===== config.mk =====
export PLATFORM = sky130hd
export DESIGN_NAME = sorted_table_search
export DESIGN_NICKNAME = d
export VERILOG_FILES = /design/src/hdl/stab_pkg.sv /design/src/hdl/stab_ctrl.sv /design/src/hdl/stab_dpath.sv /design/src/hdl/sorted_table_search.sv
export SDC_FILE = /design/constraint.sdc
export NUM_CORES = 1
export LEC_CHECK = 0
export BUFFER_PORTS_ARGS = -buffer_cell sky130_fd_sc_hd__buf_2
export CORE_MARGIN = 2
export CORE_UTILIZATION = 33
export DETAILED_ROUTE_END_ITERATION = 8
export PLACE_DENSITY_LB_ADDON = 0.12
export SLEW_MARGIN = 20
export SYNTH_ARGS = -nofsm -noshare
export SYNTH_HDL_FRONTEND = slang
export SYNTH_SLANG_ARGS = --single-unit

===== constraint.sdc =====
create_clock -name aclk -period 8.1 [get_ports aclk]
set_input_delay 1.62 -clock aclk [delete_from_list [all_inputs] [get_ports aclk]]
set_output_delay 1.62 -clock aclk [all_outputs]
set_load 0.02 [all_outputs]

===== src/hdl/stab_pkg.sv =====
// Shared types and constants for the sorted table search block.
package stab_pkg;

    // Fixed field widths of the request and result items
    localparam int OPCODE_W = 2;
    localparam int INDEX_W  = 4;
    localparam int KEY_W    = 16;

    // Request opcodes
    typedef enum logic [OPCODE_W-1:0] {
        OP_WRITE   = 2'd0,
        OP_BSEARCH = 2'd1,
        OP_ISEARCH = 2'd2,
        OP_NONE    = 2'd3
    } opcode_t;

    // Table read address source
    typedef enum logic [1:0] {
        RD_L    = 2'd0,
        RD_R    = 2'd1,
        RD_BMID = 2'd2,
        RD_IMID = 2'd3
    } rd_sel_t;

    // Commands from controller to datapath
    typedef struct packed {
        logic    wr_en;
        logic    init;
        logic    probe;
        rd_sel_t rd_sel;
        logic    m_load;
        logic    save_al;
        logic    save_ar;
        logic    mul;
        logic    div_step;
        logic    narrow;
        logic    hit;
        logic    miss;
        logic    out_load;
    } stab_cmd_t;

    // Status from datapath to controller
    typedef struct packed {
        logic can_probe;
        logic bad_interp;
        logic div_done;
        logic m_out_range;
        logic key_eq;
    } stab_status_t;

endpackage


===== src/hdl/stab_ctrl.sv =====
// Search sequencer: accepts requests and steps the datapath through the probes.
module stab_ctrl (
    input  logic                   aclk,
    input  logic                   aresetn,
    input  logic                   s_valid,
    input  stab_pkg::opcode_t      opcode,
    output logic                   s_ready,
    input  logic                   m_ready,
    output logic                   m_valid,
    input  stab_pkg::stab_status_t status,
    output stab_pkg::stab_cmd_t    cmd
);
    import stab_pkg::*;

    typedef enum logic [3:0] {
        S_IDLE, S_LOOP, S_RDL, S_RDR, S_MUL, S_DIV, S_QCHK, S_CMP, S_DONE
    } state_t;

    state_t state_reg, state_next;
    logic   interp_reg, interp_next;
    logic   m_valid_reg, m_valid_next;

    // Next state and datapath commands
    always_comb begin
        state_next  = state_reg;
        interp_next = interp_reg;
        cmd         = '0;
        cmd.rd_sel  = RD_L;
        s_ready     = 1'b0;
        unique case (state_reg)
            S_IDLE: begin
                s_ready = 1'b1;
                if (s_valid) begin
                    unique case (opcode) inside
                        OP_WRITE: cmd.wr_en = 1'b1;
                        OP_BSEARCH, OP_ISEARCH: begin
                            cmd.init    = 1'b1;
                            interp_next = (opcode == OP_ISEARCH);
                            state_next  = S_LOOP;
                        end
                        default: ;
                    endcase
                end
            end
            S_LOOP: begin
                if (!status.can_probe) begin
                    cmd.miss   = 1'b1;
                    state_next = S_DONE;
                end else if (interp_reg) begin
                    cmd.probe  = 1'b1;
                    cmd.rd_sel = RD_L;
                    state_next = S_RDL;
                end else begin
                    cmd.probe  = 1'b1;
                    cmd.rd_sel = RD_BMID;
                    cmd.m_load = 1'b1;
                    state_next = S_CMP;
                end
            end
            S_RDL: begin
                cmd.save_al = 1'b1;
                cmd.rd_sel  = RD_R;
                state_next  = S_RDR;
            end
            S_RDR: begin
                cmd.save_ar = 1'b1;
                if (status.bad_interp) begin
                    cmd.miss   = 1'b1;
                    state_next = S_DONE;
                end else begin
                    state_next = S_MUL;
                end
            end
            S_MUL: begin
                cmd.mul    = 1'b1;
                state_next = S_DIV;
            end
            S_DIV: begin
                if (status.div_done) begin
                    state_next = S_QCHK;
                end else begin
                    cmd.div_step = 1'b1;
                end
            end
            S_QCHK: begin
                if (status.m_out_range) begin
                    cmd.miss   = 1'b1;
                    state_next = S_DONE;
                end else begin
                    cmd.rd_sel = RD_IMID;
                    cmd.m_load = 1'b1;
                    state_next = S_CMP;
                end
            end
            S_CMP: begin
                if (status.key_eq) begin
                    cmd.hit    = 1'b1;
                    state_next = S_DONE;
                end else begin
                    cmd.narrow = 1'b1;
                    state_next = S_LOOP;
                end
            end
            S_DONE: begin
                if (!m_valid_reg || m_ready) begin
                    cmd.out_load = 1'b1;
                    state_next   = S_IDLE;
                end
            end
            default: state_next = S_IDLE;
        endcase
    end

    // Result valid flag
    always_comb begin
        if (cmd.out_load) begin
            m_valid_next = 1'b1;
        end else if (m_ready) begin
            m_valid_next = 1'b0;
        end else begin
            m_valid_next = m_valid_reg;
        end
    end

    always_ff @(posedge aclk) begin
        if (!aresetn) begin
            state_reg   <= S_IDLE;
            interp_reg  <= 1'b0;
            m_valid_reg <= 1'b0;
        end else begin
            state_reg   <= state_next;
            interp_reg  <= interp_next;
            m_valid_reg <= m_valid_next;
        end
    end

    assign m_valid = m_valid_reg;

endmodule


===== src/hdl/stab_dpath.sv =====
// Search datapath: table memory, bounds, interpolation multiply and divider.
module stab_dpath #(
    parameter int TABLE_DEPTH = 16,
    parameter int VALUE_WIDTH = 16
) (
    input  logic                                 aclk,
    input  logic                                 aresetn,
    input  logic [stab_pkg::INDEX_W-1:0]         entry_index,
    input  logic signed [stab_pkg::KEY_W-1:0]    data_value,
    input  stab_pkg::stab_cmd_t                  cmd,
    output stab_pkg::stab_status_t               status,
    output logic                                 found,
    output logic [stab_pkg::INDEX_W-1:0]         found_index,
    output logic signed [stab_pkg::KEY_W-1:0]    found_value
);
    import stab_pkg::*;

    localparam int IW = $clog2(TABLE_DEPTH);
    localparam int LW = IW + 2;
    localparam int PW = $clog2(TABLE_DEPTH + 1);
    localparam int W  = ((VALUE_WIDTH > KEY_W) ? VALUE_WIDTH : KEY_W) + 1;
    localparam int NW = W + IW;
    localparam int CW = $clog2(NW + 1);
    localparam int MW = NW + 2;

    // Table storage and registered read
    logic signed [VALUE_WIDTH-1:0] mem [TABLE_DEPTH];
    logic signed [VALUE_WIDTH-1:0] rdata_reg;
    logic [IW-1:0]                 raddr;
    logic [IW+INDEX_W-1:0]         widx;
    logic                          wr_ok;

    // Search registers
    logic signed [KEY_W-1:0]       key_reg;
    logic signed [LW-1:0]          l_reg, r_reg;
    logic [IW-1:0]                 m_reg;
    logic [PW-1:0]                 probes_reg;
    logic signed [VALUE_WIDTH-1:0] al_reg;
    logic                          den_neg_reg;
    logic [W-1:0]                  den_mag_reg;
    logic [W-1:0]                  rem_reg;
    logic [NW-1:0]                 quo_reg;
    logic [CW-1:0]                 cnt_reg;
    logic                          res_found_reg;
    logic [INDEX_W-1:0]            res_index_reg;
    logic signed [KEY_W-1:0]       res_value_reg;
    logic                          out_found_reg;
    logic [INDEX_W-1:0]            out_index_reg;
    logic signed [KEY_W-1:0]       out_value_reg;

    logic signed [W-1:0]           key_w, al_w, rd_w, diff_w, den_w;
    logic signed [LW-1:0]          sum_lr, span, m_ext;
    logic [IW-1:0]                 bmid;
    logic [W:0]                    trial;
    logic                          ge;
    logic signed [MW-1:0]          lx, qx, m_wide;
    logic [IW+INDEX_W-1:0]         m_idx;

    assign widx  = (IW + INDEX_W)'(entry_index);
    assign wr_ok = ((IW + INDEX_W + 1)'(entry_index) < (IW + INDEX_W + 1)'(TABLE_DEPTH));

    // Signed compare operands at a common width
    assign key_w  = W'(key_reg);
    assign al_w   = W'(al_reg);
    assign rd_w   = W'(rdata_reg);
    assign diff_w = key_w - al_w;
    assign den_w  = rd_w - al_w;

    // Binary midpoint and interpolation span
    assign sum_lr = l_reg + r_reg;
    assign bmid   = sum_lr[IW:1];
    assign span   = r_reg - l_reg;

    // One restoring divide step
    assign trial = {rem_reg, quo_reg[NW-1]};
    assign ge    = (trial >= {1'b0, den_mag_reg});

    // Interpolated probe, quotient signed by the divisor
    assign lx     = MW'(l_reg);
    assign qx     = $signed({2'b00, quo_reg});
    assign m_wide = den_neg_reg ? (lx - qx) : (lx + qx);

    assign m_ext = $signed({2'b00, m_reg});
    assign m_idx = (IW + INDEX_W)'(m_reg);

    // Read address select
    always_comb begin
        case (cmd.rd_sel)
            RD_L:    raddr = l_reg[IW-1:0];
            RD_R:    raddr = r_reg[IW-1:0];
            RD_BMID: raddr = bmid;
            default: raddr = m_wide[IW-1:0];
        endcase
    end

    always_ff @(posedge aclk) begin
        if (cmd.wr_en && wr_ok) begin
            mem[widx[IW-1:0]] <= VALUE_WIDTH'(data_value);
        end
        rdata_reg <= mem[raddr];
    end

    // Status toward the controller
    assign status.can_probe   = (r_reg >= l_reg) && (probes_reg < PW'(TABLE_DEPTH));
    assign status.bad_interp  = (rd_w == al_w) || (key_w < al_w);
    assign status.div_done    = (cnt_reg == '0);
    assign status.m_out_range = (m_wide < 0) || (m_wide > MW'(TABLE_DEPTH - 1));
    assign status.key_eq      = (key_w == rd_w);

    // Search state
    always_ff @(posedge aclk) begin
        if (cmd.init) begin
            key_reg    <= data_value;
            l_reg      <= '0;
            r_reg      <= LW'(TABLE_DEPTH - 1);
            probes_reg <= '0;
        end
        if (cmd.probe) begin
            probes_reg <= probes_reg + 1'b1;
        end
        if (cmd.m_load) begin
            m_reg <= raddr;
        end
        if (cmd.save_al) begin
            al_reg <= rdata_reg;
        end
        if (cmd.save_ar) begin
            den_neg_reg <= den_w[W-1];
            den_mag_reg <= den_w[W-1] ? W'(-den_w) : W'(den_w);
        end
        if (cmd.narrow) begin
            if (key_w < rd_w) begin
                r_reg <= m_ext - 1'b1;
            end else begin
                l_reg <= m_ext + 1'b1;
            end
        end
    end

    // Multiply then divide, one quotient bit per cycle
    always_ff @(posedge aclk) begin
        if (!aresetn) begin
            cnt_reg <= '0;
        end else if (cmd.mul) begin
            cnt_reg <= CW'(NW);
        end else if (cmd.div_step) begin
            cnt_reg <= cnt_reg - 1'b1;
        end
        if (cmd.mul) begin
            quo_reg <= NW'($unsigned(diff_w) * $unsigned(span[IW-1:0]));
            rem_reg <= '0;
        end else if (cmd.div_step) begin
            rem_reg <= ge ? W'(trial - {1'b0, den_mag_reg}) : trial[W-1:0];
            quo_reg <= {quo_reg[NW-2:0], ge};
        end
    end

    // Pending result and output register
    always_ff @(posedge aclk) begin
        if (cmd.hit) begin
            res_found_reg <= 1'b1;
            res_index_reg <= m_idx[INDEX_W-1:0];
            res_value_reg <= KEY_W'(rdata_reg);
        end else if (cmd.miss) begin
            res_found_reg <= 1'b0;
            res_index_reg <= '0;
            res_value_reg <= '0;
        end
        if (cmd.out_load) begin
            out_found_reg <= res_found_reg;
            out_index_reg <= res_index_reg;
            out_value_reg <= res_value_reg;
        end
    end

    assign found       = out_found_reg;
    assign found_index = out_index_reg;
    assign found_value = out_value_reg;

endmodule


===== src/hdl/sorted_table_search.sv =====
// Top level: sorted table with binary and interpolation search.
// Write request: no result; the next request is taken the following cycle.
// Binary search: each probe steps S_LOOP then S_CMP, up to clog2(TABLE_DEPTH)+1 probes, then S_DONE.
// Interpolation: each probe reads both ends, multiplies and divides to an NW-bit quotient
//   (NW = max(VALUE_WIDTH,16)+1+clog2(TABLE_DEPTH)), one bit per cycle; up to TABLE_DEPTH probes.
// Reset: synchronous active low, clears control; table contents undefined until written.
module sorted_table_search #(
    parameter int TABLE_DEPTH = 16,
    parameter int VALUE_WIDTH = 16
) (
    input  logic        aclk,
    input  logic        aresetn,
    input  logic        s_tvalid,
    output logic        s_tready,
    input  logic [23:0] s_tdata,   // opcode[1:0], entry_index[5:2], data_value[21:6]
    output logic        m_tvalid,
    input  logic        m_tready,
    output logic [23:0] m_tdata    // found[0], found_index[4:1], found_value[20:5]
);
    import stab_pkg::*;

    stab_cmd_t               cmd;
    stab_status_t            status;
    logic                    found;
    logic [INDEX_W-1:0]      found_index;
    logic signed [KEY_W-1:0] found_value;

    stab_ctrl u_ctrl (
        .aclk    (aclk),
        .aresetn (aresetn),
        .s_valid (s_tvalid),
        .opcode  (opcode_t'(s_tdata[1:0])),
        .s_ready (s_tready),
        .m_ready (m_tready),
        .m_valid (m_tvalid),
        .status  (status),
        .cmd     (cmd)
    );

    stab_dpath #(
        .TABLE_DEPTH (TABLE_DEPTH),
        .VALUE_WIDTH (VALUE_WIDTH)
    ) u_dpath (
        .aclk        (aclk),
        .aresetn     (aresetn),
        .entry_index (s_tdata[5:2]),
        .data_value  ($signed(s_tdata[21:6])),
        .cmd         (cmd),
        .status      (status),
        .found       (found),
        .found_index (found_index),
        .found_value (found_value)
    );

    assign m_tdata = {3'b000, found_value, found_index, found};

endmodule


Word level (Yosys, flattened, before mapping)
Memories as Yosys holds them, arrays and structs flattened. A register that Yosys moved wholly into a read port is not among the register bits.
Index checks and enable logic that the tools add are counted.
Cells by class
  add/subtract/negate cells: 12
  multipliers: 1
  magnitude comparators: 7
  eq/ne operators: 18
  multiplexer cells: 60
  bitwise gates (word level): 1
  reductions and logical operators: 17
Operators with widths (number)
  16-bit two-way mux: 3
  4-bit two-way mux: 11
  21-bit two-way mux: 2
  6-bit two-way mux: 6
  4-bit one-hot mux with 9 select lines: 1
  16-bit by 16-bit subtractor with 17-bit output: 2
  16-bit equality test: 2
  16-bit less-than comparator: 2
  6-bit by 22-bit adder with 23-bit output: 1
  23-bit by 5-bit > comparator with 1-bit output, second input constant: 1
  23-bit by 1-bit less-than comparator with 1-bit output, second input constant: 1
  23-bit two-way mux: 1
  6-bit by 22-bit subtractor with 23-bit output: 1
  17-bit by 4-bit multiplier with 21-bit output: 1
  1-bit two-way mux: 21
  5-bit two-way mux: 4
  18-bit by 17-bit greater-or-equal comparator with 1-bit output: 1
  17-bit two-way mux: 1
  17-bit negation: 1
  17-bit subtractor: 1
  4-bit by 3-bit equality test with 1-bit output, second input constant: 4
  4-bit one-hot mux with 3 select lines: 1
  4-bit by 2-bit equality test with 1-bit output, second input constant: 2
  2-bit two-way mux: 4
  29 further kinds: 41
Storage, ports and cells
  flip-flop bits (word level): 162
  memory bits (writable): 256
  output and inout port bits: 26
  word-level logic and storage cells: 139
  memories kept: 1
Memories
  u_dpath.mem: depth 16, bits a word 16, rd ports 1, clocked after Yosys merged registers in 1, wr ports 1, line stab_dpath.sv:27  | logic signed [VALUE_WIDTH-1:0] mem [TABLE_DEPTH];

Depth between registers and ports, before layout
Gate-level depths: netlist (run 1).
  depth after elaboration: 8
  mapped depth: 26

Hierarchy
From an unflattened synthesis (run 1), not the netlist that was laid out.
Unflattened totals
  cells, all modules: 1881
  area, all modules: 23687.7 sq um
By module, submodules not included
  stab_dpath: instances 1, cells an instance 1810, area each 23132.2 sq um, seq. area each 12341.8 sq um
  stab_ctrl: instances 1, cells an instance 66, area each 521.8 sq um, seq. area each 120.1 sq um
  sorted_table_search: instances 1, cells an instance 5, area each 33.8 sq um, seq. area each 0.0 sq um

Worst setup path after synthesis (run 1)
OpenSTA, ideal clock, no wires.
  kind: reg-to-reg
  start: reg u_dpath.quo_reg[2]
  end: reg u_dpath.res_index_reg[0] (enable)
  setup time: 0.375 ns
  arrival: 5.510 ns
  data required time: 7.725 ns
  slack: 2.215 ns
  stages on the path, launching flop included: 26
  cells stage by stage: edfxtp_1 > or3_1 > or3_1 > nor4b_1 > nand2b_1 > nor4_1 > a21oi_1 > nor3_1 > nor2_1 > xnor2_1 > ha_1 > clkbuf_1 > a211oi_1 > o21ai_0 > a2111oi_0 > a21oi_1 > xnor2_1 > a21oi_1 > and4_1 > buf_4 > buf_6 > buf_2 > and3_1 > o21ai_0 > a21oi_1 > inv_1
Between the ends
  word-level cells in the longest chain between the ends: 7
  elaborated cells on any way between the ends: 9
Ends and longest elaborated chain
  start: declaration: line stab_dpath.sv:42  | logic [NW-1:0] quo_reg;
  start signal: assignment: line stab_dpath.sv:150  | quo_reg <= NW'($unsigned(diff_w) * $unsigned(span[IW-1:0]));
  start signal: assignment: line stab_dpath.sv:154  | quo_reg <= {quo_reg[NW-2:0], ge};
  6-bit by 22-bit adder with 23-bit output or 6-bit by 22-bit subtractor with 23-bit output (tied branches): line stab_dpath.sv:81  | assign m_wide = den_neg_reg ? (lx - qx) : (lx + qx);
  23-bit two-way mux (*): line stab_dpath.sv:81
  23-bit by 1-bit less-than comparator with 1-bit output or 23-bit by 5-bit > comparator with 1-bit output (tied branches): line stab_dpath.sv:107  | assign status.m_out_range = (m_wide < 0) || (m_wide > MW'(TABLE_DEPTH - 1));
  1-bit logical OR (*): line stab_dpath.sv:107
  1-bit two-way mux (*): line stab_ctrl.sv:86  | if (status.m_out_range) begin
  1-bit one-hot mux with 3 select lines (*): line stab_ctrl.sv:30  | unique case (state_reg)
  2-bit nonzero test (no source line) (*)
  end signal: assignment: line stab_dpath.sv:162  | res_index_reg <= m_idx[INDEX_W-1:0];
  end: declaration: line stab_dpath.sv:45  | logic [INDEX_W-1:0] res_index_reg;
Mark *: on every way between the ends. The rest lies on a longest branch, timed or not.
A chain may end at the register's enable or synchronous reset.

Final worst setup path (run 1)
  start: reg u_dpath.quo_reg[2]
  end: reg u_dpath.rdata_reg[1] (read register of u_dpath.mem)
Between the ends
  word-level cells in the longest chain between the ends: 8
  elaborated cells on any way between the ends: 12
Ends and longest elaborated chain
  6-bit by 22-bit adder with 23-bit output or 6-bit by 22-bit subtractor with 23-bit output (tied branches): line stab_dpath.sv:81
  23-bit two-way mux (*): line stab_dpath.sv:81
  23-bit by 1-bit less-than comparator with 1-bit output or 23-bit by 5-bit > comparator with 1-bit output (tied branches): line stab_dpath.sv:107
  1-bit logical OR: line stab_dpath.sv:107
  3-bit two-way mux: line stab_ctrl.sv:86
  2-bit one-hot mux with 3 select lines: line stab_ctrl.sv:30
  2-bit equality test (tied with other cells): line stab_dpath.sv:88  | case (cmd.rd_sel)
  4-bit one-hot mux with 3 select lines (*): line stab_dpath.sv:88
  end: declaration: line stab_dpath.sv:28  | logic signed [VALUE_WIDTH-1:0] rdata_reg;
Marked as above.

==> results.md, run 1 <==
* Die ar. at 0.08425 mm^2
* Synth-to-Final Area Change at 11.10%
* Hold depth at 0
* Multi-input logic area at 0.01289 mm^2
* TritonCTS clock tree: done
* Initial Util at 33.46%
* # setup viols final at 0
* Routed Antenna Nets at 0
* Total CTS buffers at 51
* R2R depth at 23
* Placeable Area at 0.08081 mm^2
* Synth Instances at 2780
* RSZ-0062 raised after global routing: no
* Register area share after synthesis at 46.08%
* Synth area leaders: edfxtp_1, ha_1, nand2_1
* Largest area contributor in the netlist: edfxtp_1
* Post-Synth Simple-Gate Area at 16.52%
* Status: complete, no violations
* R2r startpoint: u_dpath.quo_reg[2]$_DFFE_PP_
* Syn. warnings at 0
* Seq cells post-synth at 434
* Clk root buf: clkbuf_16
* Hold Path Sink: u_dpath.found_value[15]$_DFFE_PP_
* First-pass GRT wire length at 126.4 mm
* Reg area at 0.01246 mm^2
* Chip height at 290.3 um
* Total GRT Usage at 19.12%
* Setup TNS at 0 ns
* F_max at 132.3 MHz
* WL final at 83.01 mm
* Grt met2 use at 34.19%
* Post-synth top flop: edfxtp_1
* CTS clock-pin slew for the worst setup and hold paths at 0.06 ns
* Final Max Slew Viols at 0
* Synth Area per Inst at 9.727 um^2
* Worst Setup End Kind: flip-flop
* Worst-path maximum fanout at 129
* Die Span X at 290.3 um
* DR vias/cell at 5.579
* Setup slack, reg-to-reg at 0.54 ns
* Synthesized area at 0.02704 mm^2
* Fill cell count at 7943
* Clk_skew at 0.05209 ns
* Main combinational cell family by area after synthesis: compound AO/OA/AOI/OAI gates
* Global Route met1 Usage at 24.40%
* Tmin final at 7.556 ns
* Post-CTS Hold Fix Bufs at 0
* Ys async rst share at 0%
* Post-synth cell types at 74
* Count leader, synth: nand2_1
* Critical R2R Capture: u_dpath.rdata_reg[1]$_DFF_P_
* Max reg flops at 256
* DRC viols at 0
* Initial antenna violation count at 1
* Io pins at 54
* Post-synth EDFFs at 377
* Clock Sinks at 434
* Arrival time worst endpoint at 8.03 ns
* Worst VDD drop at 0.2619 mV
* Setup CP Type: reg -> reg
* Met3 Use GR at 1.981%
* Number of max-cap violations at 0
* Avg WL per Cell at 21.59 um
* Clock Path Buffers at 3
* GP Congestion at 0.8810
* Adder-Cell Fraction of Synth Area at 8.680%
* FP Rows at 104
* Tcrit/Tclk final at 93.29%
* Total global routing overflow at 0
* Slew margin rel. at 26.16%
* Drt initial violations at 1685
* Synth Area in Compound Gates at 17.36%
* XOR/XNOR Fraction of Synth Area at 3.433%
* PortBufs at 48
* Largest net degree at the start of global routing at 130
* Final worst setup slack at 0.5437 ns
* Initial DRT Pass Iterations at 5
* Layout cells sized above 1 at 7.977%
* GR peak layer: met2
* Post-Route Utilization at 37.18%
* Static Leak at 0.01156 uW
* Setup WS pre-CTS at 0.5426 ns
* Multiplexer share of the synthesized area at 1.101%
* Worst hold path type: reg -> reg
* Vias in the first global route at 21258
* Worst setup SP type: flip-flop
* Worst skew pair latency at 0.64 ns
* Commonest cells in the synthesized netlist: nand2_1, edfxtp_1, inv_1
* Hpwl dp at 54.50 mm
* Nets at 2937
* Hold Crit Start: u_dpath.res_value_reg[15]$_SDFFCE_PN0P_
* Final Hold Vio Count at 0
* Share of the synthesized area in the top cell type at 41.86%
* Clock H-tree levels at 2
* Slew @ Worst Pin at 1.100 ns
* Vias at 21447
* Worst path required time at 8.57 ns
* Power Density at 359.7 mW/mm^2
==> logic make-up (layout without fill, tap and decap cells) <==
family                     count (synthesis)  after routing
AOI/OAI and AO/OA                        651            651
xor gates and xnor gates                 106            106
adders and majority gates                166            166
buffers and inverters                    464            465
DFF                                      434            434
muxes                                     29             29
other                                      1              4
and+or+nand+nor                          929            929
==> area by class of cell <==
cell class	instances	area share, %
Clock buffer	73	4.589
Tap cell	1060	4.414
Timing Repair Buffer	94	2.407
Sequential cell	434	41.48
Antenna cell	1	0.008329
Clock inverter	20	0.7413
Inverter	278	3.473
Multi-Input combinational cell	1884	42.89
==> critical path, stage by stage (launching register included) <==
cell and delay [ns]:
edfxtp_1 0.45, or3_1 0.47, or3_1 0.38, nor4b_1 0.41, nand2b_1 0.13, nor4_1 0.52
a21oi_1 0.21, nor3_1 0.19, nor2_1 0.07, xnor2_1 0.17, ha_1 0.39, a211oi_1 0.39
o21ai_0 0.14, a2111oi_0 0.38, a21oi_1 0.16, xnor2_1 0.16, a21oi_1 0.26, and4_4 0.40
buf_16 0.50, a21oi_1 0.23, a22oi_2 0.23, buf_4 0.33, o22ai_1 0.21, or4_1 0.60
==> cells in the final DEF (no fill, tap or decap), types with 9 or more instances in the layout <==
master     synthesis  final
nand2_1          408    408
edfxtp_1         377    377
inv_1            278    278
nor4_1           160    160
a311oi_1         130    130
a22oi_1          129    129
ha_1             130    129
nor2_1           128    116
a21oi_1           82     82
o21ai_0           76     76
xnor2_1           76     76
o22ai_1           67     67
dfxtp_1           57     57
clkbuf_16          0     51
buf_2             32     48
nor3_1            44     40
nand3_1           40     39
fa_1              36     36
buf_4             12     35
xor2_1            30     30
nor2b_1           30     29
a21o_1            25     25
mux2i_1           23     23
nand2b_1          24     23
clkbuf_1         125     20
or4_1             18     18
a31oi_1           16     15
or3_1             14     14
o21bai_1          13     13
and2_1            12     12
and3_1            13     12
o21a_1            12     12
nor2_2             1     12
a211oi_1          10     10
nand4_1           10     10
o211ai_1           9      9
a41oi_1            9      9
clkinv_1           0      9
==> how the worst max path moves through the flow <==
stage | start | to | slack [ns] | cells past startpoint
final | u_dpath.quo_reg[2]$_DFFE_PP_ | u_dpath.rdata_reg[1]$_DFF_P_ | 0.54 | 23
after global routing | u_dpath.quo_reg[2]$_DFFE_PP_ | u_dpath.rdata_reg[1]$_DFF_P_ | 0.02 | 23
after CTS | u_dpath.quo_reg[2]$_DFFE_PP_ | u_dpath.rdata_reg[1]$_DFF_P_ | 0.58 | 23
after detailed placement | u_dpath.quo_reg[2]$_DFFE_PP_ | u_dpath.rdata_reg[1]$_DFF_P_ | 0.54 | 23
after global placement | u_dpath.quo_reg[2]$_DFFE_PP_ | u_dpath.rdata_reg[1]$_DFF_P_ | 0.54 | 23
after floorplan | u_dpath.quo_reg[2]$_DFFE_PP_ | u_dpath.res_index_reg[0]$_SDFFCE_PN0P_ | 2.21 | 25
==> routing by layer <==
metal	wire length (um)	vias up
li1	-	10211
met4	1775	0
met5	0	-
met2	41290	516
met3	3590	100
met1	36350	10620
==> per-stage QoR <==
| step | cell area [um^2] | cells | power, uW | hold WS [ns] |
|---|---|---|---|---|
| 6_report | 30050 | 3844 | 10810 | 0.4194 |
| 5_1_grt | 30040 | 3843 | 11710 | 0.4348 |
| 4_1_cts | 29970 | 3840 | 10890 | 0.4210 |
| 3_5_place_dp | 28370 | 3747 | 8638 | 0.4074 |
| 3_3_place_gp | 28340 | 3745 | 8546 | 0.4075 |
| 2_1_floorplan | 27050 | 2782 | 7165 | 0.4003 |
==> timing repair <==
| action | 4_1_cts | 5_1_grt |
|---|---|---|
| buffers inserted | 0 | 0 |
| gates resized for setup | 0 | 1 |
| endpoints found under the setup margin | 0 | 1 |
==> where the power goes <==
group	switching (uW)	internal, uW
registers	209	2730
logic	3420	2240
clock network	955	1260
Note: power is estimated with default switching activity, not from simulation.
==> run 2: changes to the inputs <==
ABC_AREA = 1   (was default)
==> run 2 against run 1 <==
  * Register-to-register slack improved by 1.3 ns
  * Combinational power decreased by 3%
  * Non-clock buffer count decreased by 15
  * Flip-flop and latch count unchanged
  * Utilization increased by 0.13 points
  * Total power increased by 0.26%
  * Clock skew decreased by 0.0013 ns
  * Sequential share of layout area increased by 2.7 points
  * Wire length decreased by 19%
  * Count of clock-buffer cells in the layout increased by 3
  * Largest power group unchanged
==> results.md, run 2 <==
* Status: complete, no violations
* Max reg flops at 256
* Critical R2R Capture: u_dpath.rdata_reg[2]$_DFF_P_
* Commonest cells in the synthesized netlist: nand2_1, inv_1, nand3_1
* Largest net degree at the start of global routing at 130
* Slew @ Worst Pin at 1.007 ns
* CP max-delay cell: buf_4
* DR vias/cell at 4.794
* Finished Layout Cells at 3833
* Routed Antenna Nets at 0
* Total GRT Usage at 17.15%
* Worst-path maximum fanout at 65
* # setup viols final at 0
* Setup Fix Bufs, Post-CTS at 0
* Count leader, synth: nand2_1
* Vias in the first global route at 18094
* Reg area at 0.01246 mm^2
* Tcrit/Tclk final at 76.91%
* Dpl cells at 3735
* Internal power at 6116 uW
* Worst path max stage delay at 0.74 ns
* Tmin final at 6.230 ns
* Post-CTS Hold Fix Bufs at 0
* Sw Ratio at 43.55%
* Die Span X at 279.5 um
* Register area share after synthesis at 49.76%
* Critical Path Start: u_dpath.quo_reg[0]$_DFFE_PP_
* Chip height at 279.5 um
* Placeable Area at 0.07557 mm^2
* Power share of the sequential group at 26.4%
* CP most frequent cell: nand3_1
* Clock H-tree levels at 2
* Arrival time worst endpoint at 6.76 ns
* Worst VDD drop at 0.2549 mV
* F_max at 160.5 MHz
* Synthesized area at 0.02505 mm^2
* R2r startpoint: u_dpath.quo_reg[0]$_DFFE_PP_
* Worst hold path type: reg -> reg
* Comb pwr share at 50.8%
* Vias at 18374
* Total CTS buffers at 52
* Static Leak at 0.01254 uW
* Seq cells post-synth at 434
* Initial DRT Pass Iterations at 5
* Synth area leaders: edfxtp_1, nand3_1, nand2_1
* CTS clock-pin slew for the worst setup and hold paths at 0.06 ns
* First-pass GRT wire length at 103.8 mm
* Clock Path Buffers at 3
* Synth-to-Final Area Change at 12.57%
* Clk root buf: clkbuf_16
* Initial Util at 33.14%
* Setup slack, reg-to-reg at 1.87 ns
* Clk_skew at 0.05075 ns
* WL final at 67.19 mm
* Setup WS pre-CTS at 1.828 ns
* Multi-input logic area at 0.01027 mm^2
* R2R depth at 29
* Initial antenna violation count at 1
* Total global routing overflow at 0
* Worst Setup End Kind: flip-flop
* GP Congestion at 0.8662
* Setup TNS at 0 ns
* Slew margin rel. at 32.77%
* PortBufs at 48
* Post-synth EDFFs at 377
* Syn. warnings at 0
* Io pins at 54
* Fill cell count at 7655
* Drt initial violations at 1109
* RSZ-0062 raised after global routing: no
* FP Rows at 101
* Worst path required time at 8.63 ns
* Final Hold Vio Count at 0
* Clock Sinks at 434
* Layout cells sized above 1 at 8.024%
* Post-synth top flop: edfxtp_1
* Most frequent cells in the layout: nand2_1, inv_1, nand3_1
* Number of max-cap violations at 0
* Final Max Slew Viols at 0
* Synth Area per Inst at 9.049 um^2
* Clock share of power at 22.9%
* Commonest non-fill, non-tap cell in the layout: nand2_1
* Final worst setup slack at 1.870 ns
* Synth Instances at 2768
* Net Switching at 4719 uW
* Ys async rst share at 0%
* Share of the synthesized area in the top cell type at 45.20%
* DRC viols at 0
* Largest area contributor in the netlist: edfxtp_1
* Worst setup SP type: flip-flop
* Post-synth cell types at 58
* Post-CTS sizing at 0
* Nets at 3005
* Power Density at 384.3 mW/mm^2
* TritonCTS clock tree: done
* Die ar. at 0.07812 mm^2
* Hpwl dp at 46.38 mm
* Setup CP Type: reg -> reg
* Worst skew pair latency at 0.63 ns
* Avg WL per Cell at 17.53 um
* Crit path capture: u_dpath.rdata_reg[2]$_DFF_P_
## run 2: changes by cell type after synthesis, sizes merged, moves of 69 or more
cell	delta
nand3	+345
inv	+224
nor4	-154
nand3b	+69
a22oi	-134
a311oi	-129
clkbuf	-102
nand2	+105
## run 2: worst min path at each step
stage / end / slack (ns) / startpoint / depth (start not counted)
2_1_floorplan: u_dpath.found_index[0]$_DFFE_PP_ / 0.40 / u_dpath.res_index_reg[0]$_SDFFCE_PN0P_ / 0
3_3_place_gp: u_dpath.found_value[10]$_DFFE_PP_ / 0.41 / u_dpath.res_value_reg[10]$_SDFFCE_PN0P_ / 0
3_5_place_dp: u_dpath.found_index[0]$_DFFE_PP_ / 0.41 / u_dpath.res_index_reg[0]$_SDFFCE_PN0P_ / 0
4_1_cts: u_dpath.found_index[0]$_DFFE_PP_ / 0.42 / u_dpath.res_index_reg[0]$_SDFFCE_PN0P_ / 0
5_1_grt: u_dpath.found_index[1]$_DFFE_PP_ / 0.43 / u_dpath.res_index_reg[1]$_SDFFCE_PN0P_ / 0
6_report: u_dpath.found_index[0]$_DFFE_PP_ / 0.42 / u_dpath.res_index_reg[0]$_SDFFCE_PN0P_ / 0
## run 2: cells by family after synthesis
logic type	Yosys count	synth area share, %
DFF	434	49.76
xor gates and xnor gates	95	3.322
and+or+nand+nor	1218	22.20
AOI/OAI and AO/OA	256	5.690
adders and majority gates	166	9.372
other	1	0.01497
buffers and inverters	598	9.651
## run 2: critical path: cells and delay by family, from the launching register on
kind	cells	cell delay [ns]
simple gates	21	3.54
buf+inv	3	0.95
compound gates	3	0.67
flops	1	0.44
fa+ha+maj	1	0.41
xor+xnor	1	0.12
## run 2: layer usage
metal	wire length, um	vias to the layer above	global-route usage, %
met3	2806	97	2.510
met4	1582	2	4.539
met5	16	-	0
li1	-	9240	-
met2	32380	327	29.47
met1	30410	8708	22.60
## run 2: final cells by class
cell class	count	area share [%]
sequential	434	44.20
tap	978	4.340
clock buffer	76	5.325
clock inverter	21	1.247
multi-input combinational	1738	36.42
timing repair buffer	79	1.722
inverter	506	6.741
antenna	1	0.008875
## run 2: metrics by stage
stage / power (uW) / hold WS [ns] / cell area [um^2] / util [%]
finish: 10840 / 0.4178 / 28200 / 37.31
global route: 11770 / 0.4278 / 28190 / 37.31
CTS: 10990 / 0.4197 / 28190 / 37.31
detailed placement: 8462 / 0.4071 / 26340 / 34.86
global placement: 8424 / 0.4084 / 26340 / 34.86
floorplan: 6942 / 0.4003 / 25050 / -
## run 2: power by group through the flow
| stage | combinational [uW] | sequential [uW] | clock (uW) |
|---|---|---|---|
| floorplan | 4100 | 2840 | 0 |
| global placement | 5520 | 2910 | 0 |
| detailed placement | 5550 | 2910 | 0 |
| CTS | 5580 | 2860 | 2550 |
| global route | 6250 | 2870 | 2640 |
| finish | 5500 | 2860 | 2480 |
